`src/rtl/core/http_chunked_body_decoder_top_assert.svh`:
```
// Assertion macros for the chunked body decoder.
`ifndef HTTP_CHUNKED_BODY_DECODER_TOP_ASSERT_SVH
`define HTTP_CHUNKED_BODY_DECODER_TOP_ASSERT_SVH

// Same-cycle implication.
`define HCBD_ASSERT_NOW(lbl, ant, cons, msg) \
  lbl: assert property (@(posedge clk) disable iff (rst) (ant) |-> (cons)) \
    else $error(msg);

// Next-cycle implication.
`define HCBD_ASSERT_NEXT(lbl, ant, cons, msg) \
  lbl: assert property (@(posedge clk) disable iff (rst) (ant) |=> (cons)) \
    else $error(msg);

`endif

```
`src/rtl/core/hcbd_pkg.sv`:
```
`default_nettype none
package hcbd_pkg;

  localparam int SIZE_BITS_DEF = 32;
  localparam int COUNT_W       = 32;
  localparam int ADDR_W        = 3;
  localparam int DATA_W        = 32;

  localparam logic [7:0] CH_CR  = 8'd13;
  localparam logic [7:0] CH_LF  = 8'd10;
  localparam logic [7:0] CH_SP  = 8'd32;
  localparam logic [7:0] CH_TAB = 8'd9;
  localparam logic [7:0] CH_VT  = 8'd11;
  localparam logic [7:0] CH_FF  = 8'd12;

  localparam logic REG_CHUNKED_ENABLE = 1'b0;

  typedef enum logic [5:0] {
    PH_SIZE = 6'b000001,
    PH_DATA = 6'b000010,
    PH_CR   = 6'b000100,
    PH_LF   = 6'b001000,
    PH_DONE = 6'b010000,
    PH_ERR  = 6'b100000
  } phase_t;

  typedef struct packed {
    logic       valid;
    logic [3:0] nib;
  } hex_t;

  function automatic hex_t hex_decode(input logic [7:0] b);
    hex_t h;
    h.valid = 1'b1;
    h.nib   = 4'd0;
    if (b >= 8'h30 && b <= 8'h39) begin
      h.nib = 4'(b - 8'h30);
    end else if (b >= 8'h61 && b <= 8'h66) begin
      h.nib = 4'(b - 8'h57);
    end else if (b >= 8'h41 && b <= 8'h46) begin
      h.nib = 4'(b - 8'h37);
    end else begin
      h.valid = 1'b0;
    end
    return h;
  endfunction

  function automatic logic is_blank(input logic [7:0] b);
    return (b == CH_SP) || (b == CH_TAB) || (b == CH_VT) || (b == CH_FF) || (b == CH_CR);
  endfunction

endpackage
`default_nettype wire

```
`src/rtl/core/http_chunked_body_decoder_top.sv`:
```
// Channel  | Handshake            | Payload
// ---------+----------------------+---------------------------------------------
// input    | in_valid / in_ready  | in_byte
// result   | res_valid / res_ready| out_byte out_valid done_res error body_count
// config   | APB psel/penable     | paddr pwdata prdata (chunked_enable at 0x0)
//
// One byte per clock while results are taken (input register, result register).
// Each byte is decoded by the single-pass logic between the two registers.
// A stalled result holds; one more byte can wait in the input register.
// Synchronous active-high reset puts the parser at the start of a size line.
`default_nettype none
module http_chunked_body_decoder_top import hcbd_pkg::*; #(
  parameter int SIZE_BITS = SIZE_BITS_DEF
) (
  input  wire logic                clk,
  input  wire logic                rst,
  input  wire logic                in_valid,
  output logic                     in_ready,
  input  wire logic [7:0]          in_byte,
  output logic                     res_valid,
  input  wire logic                res_ready,
  output logic [7:0]               out_byte,
  output logic                     out_valid,
  output logic                     done_res,
  output logic                     error,
  output logic [COUNT_W-1:0]       body_count,
  input  wire logic                psel,
  input  wire logic                penable,
  input  wire logic                pwrite,
  input  wire logic [ADDR_W-1:0]   paddr,
  input  wire logic [DATA_W-1:0]   pwdata,
  output logic [DATA_W-1:0]        prdata,
  output logic                     pready
);

  logic                 chunked_enable;
  logic                 s1_valid;
  logic [7:0]           s1_byte;
  logic                 advance;

  phase_t               phase, phase_next;
  logic [SIZE_BITS-1:0] size_accum, size_accum_next;
  logic [SIZE_BITS-1:0] bytes_left, bytes_left_next, bytes_dec;
  logic                 digit_seen, digit_seen_next;
  logic                 digits_ended, digits_ended_next;
  logic                 prev_was_cr, prev_was_cr_next;
  logic                 line_nonempty, line_nonempty_next;
  logic [COUNT_W-1:0]   payload_total, payload_total_next;
  logic                 fwd;
  hex_t                 hv;

  // config port
  assign pready = 1'b1;
  assign prdata = (paddr[ADDR_W-1] == REG_CHUNKED_ENABLE) ?
                  {{(DATA_W-1){1'b0}}, chunked_enable} : '0;

  always_ff @(posedge clk) begin
    if (rst) begin
      chunked_enable <= 1'b0;
    end else if (psel && penable && pwrite && paddr[ADDR_W-1] == REG_CHUNKED_ENABLE) begin
      chunked_enable <= pwdata[0];
    end
  end

  // handshake
  assign advance  = s1_valid && (!res_valid || res_ready);
  assign in_ready = !s1_valid || advance;

  always_ff @(posedge clk) begin
    if (rst) begin
      s1_valid <= 1'b0;
    end else if (in_ready) begin
      s1_valid <= in_valid;
    end
  end

  always_ff @(posedge clk) begin
    if (in_valid && in_ready) begin
      s1_byte <= in_byte;
    end
  end

  // decode
  assign hv        = hex_decode(s1_byte);
  assign bytes_dec = bytes_left - SIZE_BITS'(1);

  always_comb begin
    phase_next         = phase;
    size_accum_next    = size_accum;
    bytes_left_next    = bytes_left;
    digit_seen_next    = digit_seen;
    digits_ended_next  = digits_ended;
    prev_was_cr_next   = prev_was_cr;
    line_nonempty_next = line_nonempty;
    fwd                = 1'b0;
    if (!chunked_enable) begin
      fwd = 1'b1;
    end else begin
      case (phase)
        PH_SIZE: begin
          if (s1_byte == CH_LF) begin
            if (!prev_was_cr || !digit_seen || size_accum == '1) begin
              phase_next = PH_ERR;
            end else if (size_accum == '0) begin
              phase_next = PH_DONE;
            end else begin
              bytes_left_next = size_accum;
              phase_next      = PH_DATA;
            end
            size_accum_next    = '0;
            digit_seen_next    = 1'b0;
            digits_ended_next  = 1'b0;
            prev_was_cr_next   = 1'b0;
            line_nonempty_next = 1'b0;
          end else begin
            if (line_nonempty || !is_blank(s1_byte)) begin
              line_nonempty_next = 1'b1;
              if (!digits_ended && hv.valid) begin
                if (|size_accum[SIZE_BITS-1 -: 4]) begin
                  size_accum_next = '1;
                end else begin
                  size_accum_next = {size_accum[SIZE_BITS-5:0], hv.nib};
                end
                digit_seen_next = 1'b1;
              end else begin
                digits_ended_next = 1'b1;
              end
            end
            prev_was_cr_next = (s1_byte == CH_CR);
          end
        end
        PH_DATA: begin
          fwd             = 1'b1;
          bytes_left_next = bytes_dec;
          if (bytes_dec == '0) begin
            phase_next = PH_CR;
          end
        end
        PH_CR: begin
          phase_next = (s1_byte == CH_CR) ? PH_LF : PH_ERR;
        end
        PH_LF: begin
          phase_next = (s1_byte == CH_LF) ? PH_SIZE : PH_ERR;
        end
        default: begin
        end
      endcase
    end
    payload_total_next = (fwd && payload_total != '1) ? payload_total + COUNT_W'(1)
                                                      : payload_total;
  end

  always_ff @(posedge clk) begin
    if (rst) begin
      phase         <= PH_SIZE;
      size_accum    <= '0;
      bytes_left    <= '0;
      digit_seen    <= 1'b0;
      digits_ended  <= 1'b0;
      prev_was_cr   <= 1'b0;
      line_nonempty <= 1'b0;
      payload_total <= '0;
    end else if (advance) begin
      phase         <= phase_next;
      size_accum    <= size_accum_next;
      bytes_left    <= bytes_left_next;
      digit_seen    <= digit_seen_next;
      digits_ended  <= digits_ended_next;
      prev_was_cr   <= prev_was_cr_next;
      line_nonempty <= line_nonempty_next;
      payload_total <= payload_total_next;
    end
  end

  // result register
  always_ff @(posedge clk) begin
    if (rst) begin
      res_valid <= 1'b0;
    end else if (advance) begin
      res_valid <= 1'b1;
    end else if (res_ready) begin
      res_valid <= 1'b0;
    end
  end

  always_ff @(posedge clk) begin
    if (advance) begin
      out_byte   <= fwd ? s1_byte : 8'd0;
      out_valid  <= fwd;
      done_res   <= (phase_next == PH_DONE);
      error      <= (phase_next == PH_ERR);
      body_count <= payload_total_next;
    end
  end

  `include "http_chunked_body_decoder_top_assert.svh"

  `HCBD_ASSERT_NOW(a_phase_onehot, 1'b1, $onehot(phase), "phase not one-hot")
  `HCBD_ASSERT_NEXT(a_data_fwd, advance && chunked_enable && phase == PH_DATA,
                    res_valid && out_valid, "payload byte not forwarded")
  `HCBD_ASSERT_NEXT(a_count_mono, advance,
                    body_count >= $past(payload_total), "body count went backward")

endmodule
`default_nettype wire

```
`config.mk`:
```
export PLATFORM = sky130hd
export DESIGN_NAME = http_chunked_body_decoder_top
export DESIGN_NICKNAME = d
export VERILOG_FILES = /design/src/rtl/core/hcbd_pkg.sv /design/src/rtl/core/http_chunked_body_decoder_top.sv
export VERILOG_INCLUDE_DIRS = /design/src /design/src/rtl/core
export SDC_FILE = /design/constraint.sdc
export NUM_CORES = 1
export LEC_CHECK = 0
export BUFFER_PORTS_ARGS = -buffer_cell sky130_fd_sc_hd__clkbuf_2
export CAP_MARGIN = 20
export CORE_AREA = 2 2 170 172
export CTS_CLUSTER_SIZE = 14
export DETAILED_ROUTE_END_ITERATION = 7
export DIE_AREA = 0 0 172 174
export HOLD_SLACK_MARGIN = 0.02
export PLACE_DENSITY = 0.5
export SLEW_MARGIN = 20
export SYNTH_ARGS = -nofsm -noshare
export SYNTH_HDL_FRONTEND = slang
export SYNTH_SLANG_ARGS = --single-unit
```
`constraint.sdc`:
```
create_clock -name clk -period 3.1 [get_ports clk]
set_input_delay 0.465 -clock clk [delete_from_list [all_inputs] [get_ports clk]]
set_output_delay 0.465 -clock clk [all_outputs]
set_load 0.005 [all_outputs]
```
# Word level (Yosys, flattened, before mapping)

Cells that the tools add are included.

Register bits: 160
Bits of input ports: 50
Output and inout port bits: 78
Word-level logic and storage cells: 121

Add/subtract/negate cells: 5
Magnitude comparators: 6
Equality and inequality tests: 18
Muxes and demuxes: 37
Bitwise logic cells: 1
Reductions and logical operators: 37

Operators by type and width:

| cell                                                               | count |
|---|---|
| two-way mux 32 bit                                                 | 8 |
| logical NOT 32 bit                                                 | 2 |
| one-hot mux 32 bit (2 select lines)                                | 1 |
| equality test 8 x 4 -> 1 bit (second input constant)               | 5 |
| two-way mux 6 bit                                                  | 6 |
| adder 32 x 1 -> 32 bit (second input constant)                     | 1 |
| equality test 32 bit (second input constant)                       | 1 |
| inequality test 32 bit (second input constant)                     | 1 |
| subtractor 32 x 1 -> 32 bit (second input constant)                | 1 |
| one-hot mux 6 bit (4 select lines)                                 | 1 |
| two-way mux 1 bit                                                  | 17 |
| greater-or-equal comparator 8 x 7 -> 1 bit (second input constant) | 2 |
| <= comparator 8 x 7 -> 1 bit (second input constant)               | 2 |
| two-way mux 4 bit                                                  | 3 |
| logical AND 1 bit                                                  | 10 |
| AND reduction 5 bit                                                | 2 |
| logical OR 1 bit                                                   | 9 |
| equality test 8 x 6 -> 1 bit (second input constant)               | 1 |
| greater-or-equal comparator 8 x 6 -> 1 bit (second input constant) | 1 |
| <= comparator 8 x 6 -> 1 bit (second input constant)               | 1 |
| inequality test 2 bit (second input constant)                      | 4 |
| nonzero test 2 bit                                                 | 4 |
| subtractor 4 x 3 -> 4 bit (second input constant)                  | 2 |
| equality test 6 x 1 -> 1 bit (second input constant)               | 1 |
| other kinds (13)                                                   | 18 |

# Longest topological paths before layout

Gate-level depths: netlist of run 1.

Depth in word-level cells: 9
Gate-level depth with buffers: 10
Gate-level depth less buffers: 9

# Worst setup path before layout of run 1

No wires, ideal clock.

Path kind: input -> register
Start: input port res_ready
End: register payload_total[31]
Setup time: 0.128 ns
Arrival time: 2.830 ns
Data required time: 2.972 ns
Setup slack: 0.142 ns
Stages: 8
Path buffers: 2
Cells stage by stage: nor2b_1 -> nand2b_1 -> clkbuf_1 -> inv_1 -> clkbuf_1 -> nand4_1 -> xor2_1 -> nor2_1

Cells in the longest elaborated chain, start to end: 2

RTL lines:

| item                 | line                                 | RTL |
|---|---|---|
| from (decl)          | http_chunked_body_decoder_top.sv:21  | `input wire logic res_ready,` |
| logical OR 1 bit     | http_chunked_body_decoder_top.sv:66  | `assign advance = s1_valid && (!res_valid \|\| res_ready);` |
| logical AND 1 bit    | http_chunked_body_decoder_top.sv:66  |  |
| via advance          | http_chunked_body_decoder_top.sv:39  | `logic advance;` |
| to (signal assigned) | http_chunked_body_decoder_top.sv:171 | `payload_total <= payload_total_next;` |
| to (decl)            | http_chunked_body_decoder_top.sv:48  | `logic [COUNT_W-1:0] payload_total, payload_total_next;` |

The timed path passes the listed nets, and every way through them passes these cells.
A chain may end at the register's enable or synchronous reset.

# Worst setup path after layout of run 1

Start: register bytes_left[4]
End: register error (data pin)

Cells in the longest elaborated chain, start to end: 6

RTL lines:

| item                               | line                                 | RTL |
|---|---|---|
| from (decl)                        | http_chunked_body_decoder_top.sv:43  | `logic [SIZE_BITS-1:0] bytes_left, bytes_left_next, bytes_dec;` |
| from (signal assigned)             | http_chunked_body_decoder_top.sv:166 | `bytes_left <= bytes_left_next;` |
| subtractor 32 x 1 -> 32 bit        | http_chunked_body_decoder_top.sv:85  | `assign bytes_dec = bytes_left - SIZE_BITS'(1);` |
| logical NOT 32 bit                 | http_chunked_body_decoder_top.sv:135 | `if (bytes_dec == '0) begin` |
| two-way mux 6 bit                  | http_chunked_body_decoder_top.sv:135 |  |
| one-hot mux 6 bit (4 select lines) | http_chunked_body_decoder_top.sv:99  | `case (phase)` |
| two-way mux 6 bit                  | http_chunked_body_decoder_top.sv:96  | `if (!chunked_enable) begin` |
| equality test 6 bit                | http_chunked_body_decoder_top.sv:191 | `error <= (phase_next == PH_ERR);` |
| to (signal assigned)               | http_chunked_body_decoder_top.sv:191 |  |
| to (decl)                          | http_chunked_body_decoder_top.sv:25  | `output logic error,` |

No other way between the ends.

==> results.ini, run 1 <==
[worst_hold_path]
holdCritPathClass = input pin to flip-flop

[routing]
drt_wl_total_um = 20700
antenna_left = 0
wl_per_cell_um = 14.8
drcViolationCount = 0
vias = 6908
routed_via_density = 4.95
drt-initial-drc-count = 553
drtPass1Iterations = 7

[grt]
grt_pass1_vias = 6492
grt_max_degree = 70
grt-ovfl-total = 0
grt_pass1_wl_um = 33700
grt_antenna_before_repair = 0
track_usage = 0.139

[critical_path]
path_cells = nor3_1 > nand4_1 > or4b_1 > a21oi_1 > o2111ai_2 > o31a_1 > nor4_2
critPathMaxFanout = 6
crit_path_max_incr_delay_ns = 0.54
crit_family = simple AND/OR/NAND/NOR gates
crit_arrival_ns = 3.14
required_ns = 3.35
worstSetupPathType = flip-flop to flip-flop
slowest_stage = or4b_1
cp-start-kind = flip-flop
worstPathBufferInverterCount = 0
worstSetupEndpointType = flip-flop

[synthesis]
netlist_area_um2 = 8280
synth.top_cell.area_share = 0.264
synth_warnings = 0
synth.largest_area_cell = dfxtp_1
syn_inst = 944
synthFlopType = dfxtp_1
ys_types = 68
yosys-top-cells-area = dfxtp_1, edfxtp_1, nor2_1, nand2_1, xnor2_1
ys_seq_elements = 160
ys_seq_area_frac = 0.449
async_flop_share = 0
avgSynthCellArea_um2 = 8.77
synth_edf_count = 51

[clock_network]
cts_tree = built
clock_path_buffers = 2
post-cts-setup-buffers = 0
clk_pin_slew_ns = 0.07
cts_sinks = 160
cts-root-buf = clkbuf_16
htreeDepth = 4
clk_latency_ns = 0.43
cts_made_buffers = 17

[timing]
skew_ns = 0.0129
maxSlewHeadroom = 0.375
fin_crit_ns = 2.89
rsz0062_at_grt = false
tns_ns = 0
timing.fmax_mhz = 346
setup_viol = 0
tightest_slew_ns = 0.937
drv_slew = 0
hold_viol_final = 0
fin_crit_sh = 0.932

[die]
die-area_um2 = 29900
ioPinCount = 128
die_height_um = 174
die_x_um = 172
row_count = 62
start_util = 0.293
core_um2 = 28200

[final_layout]
drive_gt1_frac = 0.145
n_antenna_cell = 0
design_area_um2 = 9610
layout_commonest_cell = nor2_1
num-fill-cells = 3025
nNetsFinal = 1056
area_growth_pct = 16.1
final_cell_mix = nor2_1, dfxtp_1, nand2_1, clkbuf_2, a21oi_1

[place]
place_hpwl_um = 14100
place_congestion = 0.846
place_area_um2 = 8990
io_buffers = 62

[power]
max-vdd-ir-drop_uv = 237
power_density_nw_per_um2 = 470
p_leak_nw = 3.38

[job]
max_cap_viol_count = 0

[outcome]
outcome = complete, no violations

## flip-flops by register name, summed over array words and instances, names as in the netlist
register,count
body_count,32
bytes_left,32
payload_total,32
size_accum,32
out_byte,8
s1_byte,8
phase,6
chunked_enable,1
digit_seen,1
digits_ended,1
done_res,1
error,1
line_nonempty,1
out_valid,1
prev_was_cr,1
res_valid,1
s1_valid,1
## metrics by stage
| stage | hold WS [ns] | util | total power [mW] | setup slack, ns | instances |
|---|---|---|---|---|---|
| after global routing | 0.194 | 0.340 | 4.69 | 0.0157 | 1395 |
| final | 0.206 | 0.340 | 4.52 | 0.211 | 1395 |
| after floorplan | 0.435 | - | 2.38 | 0.142 | 974 |
| after global placement | 0.444 | 0.318 | 2.42 | 0.237 | 1363 |
| after CTS | 0.189 | 0.339 | 4.59 | 0.178 | 1395 |
| after detailed placement | 0.456 | 0.318 | 2.42 | 0.193 | 1363 |
## cell usage after synthesis, types with 5 or more instances
cell type and instances:
nand2_1 81, ha_1 8, edfxtp_1 51, nand3b_1 5, or4_1 6, a21oi_1 59
a211oi_1 10, nand2b_1 10, nor4_1 19, a22o_1 10, xnor2_1 34, buf_4 32
o22ai_1 5, nand4_1 27, o2bb2ai_1 31, and2_1 16, o21ai_0 45, nor2_1 122
nor2b_1 5, xor2_1 24, o32ai_1 5, nor3_1 31, or3_1 25, inv_1 14
nand3_1 27, and3_1 7, buf_2 10, clkbuf_1 44, dfxtp_1 109
## cell families (layout without fill, tap and decap cells)
group,after synthesis,after routing,share of synthesized area
flip-flops,160,160,0.449
AND/OR/NAND/NOR,403,403,0.243
XOR/XNOR,58,58,0.0614
other,2,32,0.000907
adder cells (fa/ha/maj),8,8,0.0121
multiplexers,3,3,0.00393
buffers and inverters,102,139,0.0623
AO/OA/AOI/OAI,208,208,0.167
## routing by layer
metal	global-route usage	up-vias	routed length (um)
met5	0	-	0
met4	0.0497	0	414
met1	0.182	3288	9780
li1	-	3457	-
met2	0.231	133	9860
met3	0.0228	30	630
## layout make-up
type                            instances  area, um^2  share of cell area
Multi-Input combinational cell        712        4200               0.437
Clock buffer                           17         425              0.0443
Clock inverter                         15         168              0.0174
Sequential cell                       160        3710               0.386
Tap cell                              384         480              0.0500
Timing Repair Buffer                   93         568              0.0591
Inverter                               14        52.6             0.00547
## worst register-to-register path, cell delays in order (launching register included)
cell	delay, ns
dfxtp_1	0.36
nor3_1	0.49
nand4_1	0.30
or4b_1	0.54
a21oi_1	0.18
o2111ai_2	0.20
o31a_1	0.37
nor4_2	0.28
## power breakdown
group / internal [mW] / leakage, nW / switching [mW] / total [mW]
sequential: 2.20 / 1.34 / 0.0192 / 2.22
combinational: 0.0535 / 1.76 / 0.101 / 0.155
clock: 1.15 / 0.285 / 0.997 / 2.15
total: 3.40 / 3.38 / 1.12 / 4.52
## final timing paths
path,cells after the start,startpoint,endpoint,slack [ns]
worst max-delay path,7,bytes_left[4],error,0.21
worst min register to register,1,digits_ended,digits_ended,0.47
worst max register to register,7,bytes_left[4],error,0.21
worst min-delay path,1,in_byte[4],s1_byte[4],0.21
## what timing repair did
item                                    CTS  global route
endpoints found under the setup margin    0             3
hold buffers                              0             0
gates resized for setup                   0             5
No activity file was read; power rests on OpenSTA's default activity.
==> run 2, diff against run 1 <==
CELL_PAD_IN_SITES_DETAIL_PLACEMENT = 2   (was unset)
CELL_PAD_IN_SITES_GLOBAL_PLACEMENT = 2   (was unset)
PLACE_DENSITY = 0.74   (was 0.5)
==> run 2 against run 1 <==
  * First-iteration DRC count fell by 42%
  * Flip-flop and latch count unchanged
  * Die area is the same
  * Clock-buffer cell count increased by 4
  * Via count grew 5.9%
  * Utilization up 0.058 points
  * Total power is 1.7% higher
  * Largest cell class unchanged
==> results.ini, run 2 (synthesis gave the netlist of run 1 again) <==
[routing]
vias = 7316  ; +5.9%
drtPass1Iterations = 4  ; -3
wl_per_cell_um = 18.5  ; +25%
drcViolationCount = 0  ; unchanged
drt-initial-drc-count = 322  ; -42%
drt_wl_total_um = 25900  ; +25%
routed_via_density = 5.23  ; +5.7%
antenna_left = 0  ; unchanged

[critical_path]
slowest_stage = or3b_2
r2r_setup_slack_ns = 0.21  ; about the same
worstSetupEndpointType = flip-flop
required_ns = 3.35  ; about the same
path_cells = inv_1 > ha_2 > or3b_2 > nor3_1 > buf_4 > and3_1 > xnor2_1 > o2111ai_2 > o31a_1 > nor4_2
r2r-start = bytes_left[1]
critPathMaxFanout = 5  ; -1
crit_arrival_ns = 3.14  ; about the same
crit_path_max_incr_delay_ns = 0.47  ; -0.07 ns
r2r_end = error
reg2reg_depth = 10  ; +3
cp-start-kind = flip-flop
worstSetupPathType = flip-flop to flip-flop

[place]
place_area_um2 = 9000  ; +0.17%
io_buffers = 62  ; unchanged
place_hpwl_um = 17600  ; +25%
place_congestion = 0.806  ; -4.7%

[timing]
tightest_slew_ns = 0.705  ; -0.233 ns
timing.fmax_mhz = 346  ; about the same
setup_viol = 0  ; unchanged
maxSlewHeadroom = 0.526  ; +0.151
rsz0062_at_grt = false
fin_crit_sh = 0.932  ; about the same
hold_viol_final = 0  ; unchanged
drv_slew = 0  ; unchanged
tns_ns = 0  ; unchanged
fin_crit_ns = 2.89  ; +0.000766 ns
skew_ns = 0.0143  ; +0.00139 ns

[clock_network]
clock_path_buffers = 2  ; unchanged
clk_latency_ns = 0.43  ; about the same
post-cts-setup-buffers = 0  ; unchanged
ctsHoldBuffers = 0  ; unchanged
cts_sinks = 160  ; unchanged
htreeDepth = 4  ; unchanged
cts_resized = 0  ; unchanged
clk_pin_slew_ns = 0.07  ; about the same
cts_tree = built
cts-root-buf = clkbuf_16
cts_made_buffers = 17  ; unchanged

[die]
row_count = 62  ; unchanged
die_x_um = 172  ; unchanged
start_util = 0.293  ; unchanged
die_height_um = 174  ; unchanged
ioPinCount = 128  ; unchanged
die-area_um2 = 29900  ; unchanged
core_um2 = 28200  ; unchanged

[power]
pwr-share-clk = 0.482  ; +0.007
power_density_nw_per_um2 = 477  ; +1.5%
switching_share = 0.227  ; -0.0199
p_leak_nw = 3.40  ; +0.51%
max-vdd-ir-drop_uv = 242  ; +1.9%
seq_power_share = 0.484  ; -0.006
intPower_mw = 3.55  ; +4.4%
p_comb_frac = 0.035  ; about the same
switchingPower_mw = 1.04  ; -6.5%
power_mw = 4.59  ; +1.7%

[final_layout]
area_growth_pct = 16.3
design_area_um2 = 9630  ; +0.17%
drive_gt1_frac = 0.143  ; -0.00240
num-fill-cells = 3216  ; +6.3%
multi_input_area_um2 = 4200  ; about the same
final-seq-area_um2 = 3710  ; unchanged
n_antenna_cell = 0  ; unchanged
final_cell_mix = nor2_1, dfxtp_1, nand2_1, clkbuf_2, a21oi_1
nNetsFinal = 1059  ; +0.28%
layout_commonest_cell = nor2_1
finish.utilization = 0.341  ; +0.000576

[grt]
grt_max_degree = 59  ; -16%
grt_pass1_wl_um = 42400  ; +26%
grt_antenna_before_repair = 0  ; unchanged
grt-ovfl-total = 0  ; unchanged
track_usage = 0.179  ; +0.0393
grt_pass1_vias = 7588  ; +17%

[worst_hold_path]
hp-start = in_byte[5]
worstHoldEndpoint = s1_byte[5]
holdCritPathClass = input pin to flip-flop
min_path_cells = 1  ; unchanged

[outcome]
outcome = complete, no violations

[job]
max_cap_viol_count = 0  ; unchanged

==> run 2: power groups by stage <==
| stage | registers (mW) | logic [mW] | clock network [mW] |
|---|---|---|---|
| after floorplan | 2.26 | 0.115 | 0 |
| after global placement | 2.27 | 0.156 | 0 |
| after detailed placement | 2.27 | 0.160 | 0 |
| after CTS | 2.22 | 0.162 | 2.26 |
| after global routing | 2.23 | 0.178 | 2.35 |
| final | 2.22 | 0.159 | 2.21 |
==> run 2: cell type report <==
| class | instances | share of cell area |
|---|---|---|
| repair buffers | 96 | 0.0600 |
| well taps | 384 | 0.0499 |
| clock inverters | 11 | 0.0159 |
| clock buffers | 21 | 0.0468 |
| flip-flops and latches | 160 | 0.386 |
| inverters | 14 | 0.00546 |
| multi-input cells | 712 | 0.436 |
==> run 2: per-stage QoR <==
step           setup slack (ns)  hold WS, ns  std cells
2_1_floorplan             0.142        0.435        974
3_3_place_gp              0.234        0.446       1366
3_5_place_dp              0.131        0.457       1366
4_1_cts                  0.0917        0.190       1398
5_1_grt                  0.0167        0.196       1398
6_report                  0.211        0.204       1398
==> run 2: worst max-delay path: cells and delay by family (launching register included) <==
kind            cells  cell delay [ns]
xor+xnor            1             0.16
flops               1             0.35
compound gates      2             0.59
buf+inv             2             0.25
fa+ha+maj           1             0.23
simple gates        4             1.13
==> run 2: routing by layer <==
layer | GRT usage | vias up | part of all wire
met3 | 0.0273 | 23 | 0.025
met1 | 0.238 | 3730 | 0.46
met5 | 0 | - | 0
met4 | 0.0511 | 0 | 0.013
met2 | 0.299 | 94 | 0.50
li1 | - | 3469 | -
==> run 2: worst max path at each step <==
stage | start | to | slack, ns | cells after the start
CTS | bytes_left[1] | error | 0.09 | 10
floorplan | res_ready | payload_total[31] | 0.14 | 8
finish | bytes_left[1] | error | 0.21 | 10
global route | bytes_left[1] | done_res | 0.02 | 10
global placement | bytes_left[1] | done_res | 0.23 | 10
detailed placement | bytes_left[1] | error | 0.13 | 10
